**config.mk**
```make
export PLATFORM = sky130hd
export DESIGN_NAME = ptt_classify
export DESIGN_NICKNAME = d
export VERILOG_FILES = /design/src/rtl/ptt_pkg.sv /design/src/rtl/ptt_classify.sv
export SDC_FILE = /design/constraint.sdc
export NUM_CORES = 1
export LEC_CHECK = 0
export BUFFER_PORTS_ARGS = -buffer_cell sky130_fd_sc_hd__buf_2
export CAP_MARGIN = 20
export CORE_MARGIN = 1.5
export CORE_UTILIZATION = 40
export DETAILED_ROUTE_END_ITERATION = 10
export SKIP_CTS_REPAIR_TIMING = 1
export SYNTH_ARGS = -nofsm -noshare
export SYNTH_HDL_FRONTEND = slang
export SYNTH_SLANG_ARGS = --single-unit
```
**constraint.sdc**
```tcl
create_clock -name clk -period 5.58 [get_ports clk]
set_input_delay 1.116 -clock clk [delete_from_list [all_inputs] [get_ports clk]]
set_output_delay 1.116 -clock clk [all_outputs]
set_load 0.01 [all_outputs]
```
**src/rtl/ptt_pkg.sv**
```systemverilog
// ----------------------------------------------------------------------------
// ptt_pkg
// types and constants shared by the point-in-triangle test pipeline
// ----------------------------------------------------------------------------
package ptt_pkg;

	localparam int COORD_BITS     = 12;
	localparam int DIFF_BITS      = COORD_BITS + 1;
	localparam int PROD_BITS      = 2 * DIFF_BITS;
	localparam int CROSS_BITS     = PROD_BITS + 1;
	localparam int SUM_BITS       = CROSS_BITS + 1;
	localparam int CFG_INDEX_BITS = 3;

	localparam logic [CFG_INDEX_BITS-1:0] REG_A_X = 3'd0;
	localparam logic [CFG_INDEX_BITS-1:0] REG_A_Y = 3'd1;
	localparam logic [CFG_INDEX_BITS-1:0] REG_B_X = 3'd2;
	localparam logic [CFG_INDEX_BITS-1:0] REG_B_Y = 3'd3;
	localparam logic [CFG_INDEX_BITS-1:0] REG_C_X = 3'd4;
	localparam logic [CFG_INDEX_BITS-1:0] REG_C_Y = 3'd5;

	typedef struct packed {
		logic [COORD_BITS-1:0] pixel_x;
		logic [COORD_BITS-1:0] pixel_y;
	} pixel_t;

	typedef struct packed {
		logic inside_res;
		logic degenerate;
	} result_t;

	typedef struct packed {
		logic [COORD_BITS-1:0] a_x;
		logic [COORD_BITS-1:0] a_y;
		logic [COORD_BITS-1:0] b_x;
		logic [COORD_BITS-1:0] b_y;
		logic [COORD_BITS-1:0] c_x;
		logic [COORD_BITS-1:0] c_y;
	} vertex_t;

	// edge and point vectors relative to vertex a
	typedef struct packed {
		logic signed [DIFF_BITS-1:0] u_x;
		logic signed [DIFF_BITS-1:0] u_y;
		logic signed [DIFF_BITS-1:0] v_x;
		logic signed [DIFF_BITS-1:0] v_y;
		logic signed [DIFF_BITS-1:0] p_x;
		logic signed [DIFF_BITS-1:0] p_y;
	} diff_t;

	typedef struct packed {
		logic signed [PROD_BITS-1:0] uv_a;
		logic signed [PROD_BITS-1:0] uv_b;
		logic signed [PROD_BITS-1:0] pv_a;
		logic signed [PROD_BITS-1:0] pv_b;
		logic signed [PROD_BITS-1:0] up_a;
		logic signed [PROD_BITS-1:0] up_b;
	} prod_t;

	// pipeline advance and valid flags between stages
	typedef struct packed {
		logic en;
		logic valid;
	} stage_ctrl_t;

endpackage

```
**src/rtl/ptt_classify.sv**
```systemverilog
// ----------------------------------------------------------------------------
// ptt_classify
// third and fourth stages: cross products, then the inside decision
// ----------------------------------------------------------------------------
module ptt_classify import ptt_pkg::*; (
	input  logic        clk,
	input  logic        arst_n,
	input  stage_ctrl_t ctrl,
	input  prod_t       prod_s2,
	output logic        valid_s4,
	output result_t     result_s4
);

	logic                         valid_s3;
	logic signed [CROSS_BITS-1:0] d_s3;
	logic signed [CROSS_BITS-1:0] e1_s3;
	logic signed [CROSS_BITS-1:0] e2_s3;
	logic signed [SUM_BITS-1:0]   sum;
	logic signed [SUM_BITS-1:0]   d_ext;
	logic                         d_neg;
	logic                         hit;

	always_ff @(posedge clk or negedge arst_n) begin
		if (!arst_n) begin
			valid_s3 <= 1'b0;
			valid_s4 <= 1'b0;
		end else if (ctrl.en) begin
			valid_s3 <= ctrl.valid;
			valid_s4 <= valid_s3;
		end
	end

	always_ff @(posedge clk) begin
		if (ctrl.en) begin
			d_s3  <= CROSS_BITS'(prod_s2.uv_a) - CROSS_BITS'(prod_s2.uv_b);
			e1_s3 <= CROSS_BITS'(prod_s2.pv_a) - CROSS_BITS'(prod_s2.pv_b);
			e2_s3 <= CROSS_BITS'(prod_s2.up_a) - CROSS_BITS'(prod_s2.up_b);
		end
	end

	// negative area flips the sense of every comparison
	always_comb begin
		sum   = SUM_BITS'(e1_s3) + SUM_BITS'(e2_s3);
		d_ext = SUM_BITS'(d_s3);
		d_neg = d_s3[CROSS_BITS-1];
		if (d_neg) begin
			hit = (e1_s3 <= 0) && (e2_s3 <= 0) && (sum >= d_ext);
		end else begin
			hit = (e1_s3 >= 0) && (e2_s3 >= 0) && (sum <= d_ext);
		end
	end

	always_ff @(posedge clk) begin
		if (ctrl.en) begin
			result_s4.degenerate <= (d_s3 == '0);
			result_s4.inside_res <= (d_s3 != '0) && hit;
		end
	end

endmodule

```
==> out/results.tsv <==
stage	metric	value	unit
run_status	status	complete, no violations	
worst_setup_path	CP startpoint kind	flip-flop	
clock_tree	root buffer cell	clkbuf_16	
synth	synthesized cell area	9040	um2
power	leakage power	5.08	nW
die	die span in y	153	um
synth	top_reg_cell synth	edfxtp_1	
global_route	initial antenna violation count	0	
route	antenna viol nets, final	0	
global_route	GRT Resource Usage Total	0.181	
clock_tree	CTS tree	built	
power	Peak VDD IR	0.000144	V
die	Core ar.	22000	um2
timing	Worst Setup Slack, final	1.03	ns
die	die area	23500	um2
worst_setup_path	Critical Path Fanout Max	4	
die	Top Ports	163	
final_layout	multi-input gate area in the final layout	5900	um2
synth	Synth top area share	0.276	
timing	clock period minus worst slack	4.55	ns
die	FP Rows	54	
synth	main area contributors after synthesis	edfxtp_1 (28%), ha_1 (18%), xnor2_1 (6.9%)	
power	Power Density	293	nW/um2
synth	Post-synth EDFFs	83	
global_route	largest net degree at the start of global routing	56	
synth	yosys warns	0	
timing	final setup fails	0	
timing	RSZ-0062 raised after global routing	false	
clock_tree	clk buf depth	2	
timing	Slew @ Worst Pin	0.707	ns
route	DRC violations left	0	
timing	Max Clk Rate	0.220	GHz
route	First-pass DRT Iterations	5	
timing	Slew headroom	0.528	
clock_tree	total CTS buffers	9	
worst_setup_path	crit path DAT	4.64	ns
final_layout	Final nets	1486	
timing	Hold Fails Final Rpt	0	
worst_setup_path	crit path max-delay cell type	a211oi_1	
worst_setup_path	critical path capture point type	flip-flop	
min_path	Hold Path Class	flip-flop to flip-flop	
placed_design	DP Wirelength	18.1	mm
global_route	GR Overflow Total	0	
synth	cell with the most instances after synthesis	inv_1	
run	Max Cap Viol	0	
placed_design	pre-CTS WS	1.14	ns
timing	Fin Clk Skew	0.00254	ns
route	vias per cell	5.26	
clock_tree	H-tree Lvls	3	
final_layout	layout cells sized above 1	0.169	
synth	synth cell count leaders	inv_1 (146), ha_1 (133), a21oi_1 (94)	
final_layout	Layout area overhead	16.1	%
global_route	met2 Use GR	0.291	
synth	Synth Net Count	1326	
synth	synthesized flop and latch total	85	
timing	Final Max Slew Viols	0	
die	die width	153	um
global_route	GR Util met3	0.0340	
final_layout	# fillers	2207	
synth	post-synth top area cell	edfxtp_1	
worst_setup_path	Critical Path Max Stage Delay	0.44	ns
timing	setup_tns	0	ns
placed_design	routability congestion estimate	0.903	
global_route	vias in the first global route	7224	
timing	fin crit share	0.815	
worst_setup_path	critical path class	flip-flop to flip-flop	
synth	sequential-to-total area share from yosys stat	0.281	
route	Routed WL per cell	14.6	um
synth	synthesized netlist cell count	1029	
synth	ys async rst share	0.0235	
final_layout	n_diodes	0	
final_layout	Sequential Area	2540	um2
synth	Yosys cell types	69	
placed_design	# port buffers	162	
die	Starting Density	0.411	
global_route	first-pass GRT wire length	34.8	mm
synth	Avg Inst Size Synth	8.79	um2
clock_tree	Worst-path clk slew	0.06	ns
route	DR vias	7754	
clock_tree	worst-skew pair later-pin latency	0.34	ns
clock_tree	# clock sinks	85	
worst_setup_path	CP Cell Sequence	ha_1 > inv_1 > fa_1 > nor2b_1 > o31ai_1 > a211oi_1 > o31ai_2 > o21ai_2 > a31oi_1 > o21ai_1 > xor2_1 > ha_1 > nand4_1 > nor4_1 > nor3b_1 > a211oi_1 > xor2_1 > a21oi_1 > o221a_1	
route	number of DRC markers in iteration 0	410	
global_route	busiest metal layer after global routing	met2	
global_route	met1 Usage GRT	0.255	
worst_setup_path	CP Data Required Time	5.67	ns
route	Post-Route WL	21.5	mm
==> routing by layer <==
layer	vias to the layer above	routed length, um
met3	10	1060
met4	0	157
li1	4055	-
met2	177	9610
met1	3512	10600
met5	-	0
==> worst max-delay path, delay by kind of cell (launching register included) <==
kind,cells,cell delay [ns]
AOI/OAI and AO/OA,9,1.66
and+or+nand+nor,4,1.00
adders and majority gates,3,0.93
DFF,1,0.37
xor gates and xnor gates,2,0.27
buffers and inverters,1,0.07
==> layout by cell type (no fill, tap or decap), types with 5 or more instances in the layout <==
| master | Yosys | final |
|---|---|---|
| buf_2 | 3 | 161 |
| inv_1 | 146 | 146 |
| ha_1 | 133 | 133 |
| a21oi_1 | 94 | 94 |
| edfxtp_1 | 83 | 83 |
| xnor2_1 | 71 | 71 |
| a21o_1 | 60 | 60 |
| nand2_1 | 57 | 57 |
| nor2_1 | 50 | 50 |
| o21ai_0 | 39 | 39 |
| o21a_1 | 23 | 23 |
| nor4_1 | 22 | 22 |
| xor2_1 | 22 | 22 |
| nand4_1 | 17 | 17 |
| nand3_1 | 17 | 17 |
| nor3_1 | 16 | 16 |
| nor2b_1 | 14 | 14 |
| o21ai_1 | 13 | 13 |
| o21bai_1 | 12 | 12 |
| nand2b_1 | 12 | 12 |
| a211oi_1 | 10 | 10 |
| a31oi_1 | 10 | 10 |
| clkbuf_16 | 0 | 9 |
| and3_1 | 7 | 7 |
| or2_2 | 6 | 6 |
| and4_1 | 5 | 5 |
| a41oi_1 | 5 | 5 |
==> logic make-up after synthesis <==
| group | count (synthesis) | share of synthesized area |
|---|---|---|
| compound gates | 312 | 0.230 |
| simple gates | 240 | 0.137 |
| buf+inv | 160 | 0.0668 |
| fa+ha+maj | 137 | 0.193 |
| xor+xnor | 93 | 0.0901 |
| flops | 85 | 0.281 |
| mux | 2 | 0.00249 |
==> registers in the layout (all words and copies together) (netlist names) <==
name	flops
valid_s4	1
result_s4	2
e1_s3	27
valid_s3	1
d_s3	27
e2_s3	27
==> metrics by stage <==
step | hold slack [ns] | total power (W) | std cells | utilization | area [um2]
global placement | 0.489 | 0.00239 | 1458 | 0.461 | 10200
CTS | 0.512 | 0.00309 | 1474 | 0.477 | 10500
global route | 0.535 | 0.00331 | 1474 | 0.477 | 10500
detailed placement | 0.489 | 0.00240 | 1458 | 0.461 | 10200
finish | 0.506 | 0.00308 | 1474 | 0.477 | 10500
floorplan | 0.475 | 0.00201 | 1029 | - | 9040
==> worst paths after layout <==
| kind | start | end | slack (ns) | cells past startpoint |
|---|---|---|---|---|
| min in group asynchronous | arst_n | valid_s3 | 0.55 | 1 |
| hold reg to reg | valid_s3 | valid_s3 | 0.51 | 1 |
| setup / recovery | e1_s3[0] | result_s4[1] | 1.03 | 19 |
| hold / removal | valid_s3 | valid_s3 | 0.51 | 1 |
| setup reg to reg | e1_s3[0] | result_s4[1] | 1.03 | 19 |
| max in group asynchronous | arst_n | valid_s4 | 4.94 | 1 |
==> cell type report <==
class | instances | area share
clock buffer | 9 | 0.0215
clock inverter | 7 | 0.0107
inverter | 146 | 0.0522
multi-input combinational | 784 | 0.562
sequential | 85 | 0.242
tap | 280 | 0.0334
timing repair buffer | 163 | 0.0782
==> power by group <==
group | switching [W] | internal, W | total, W
clock network | 0.000245 | 0.000436 | 0.000680
logic | 0.000824 | 0.000659 | 0.00148
registers | 0.0000718 | 0.000843 | 0.000915
total | 0.00114 | 0.00194 | 0.00308
(Power assumes the default switching activity.)
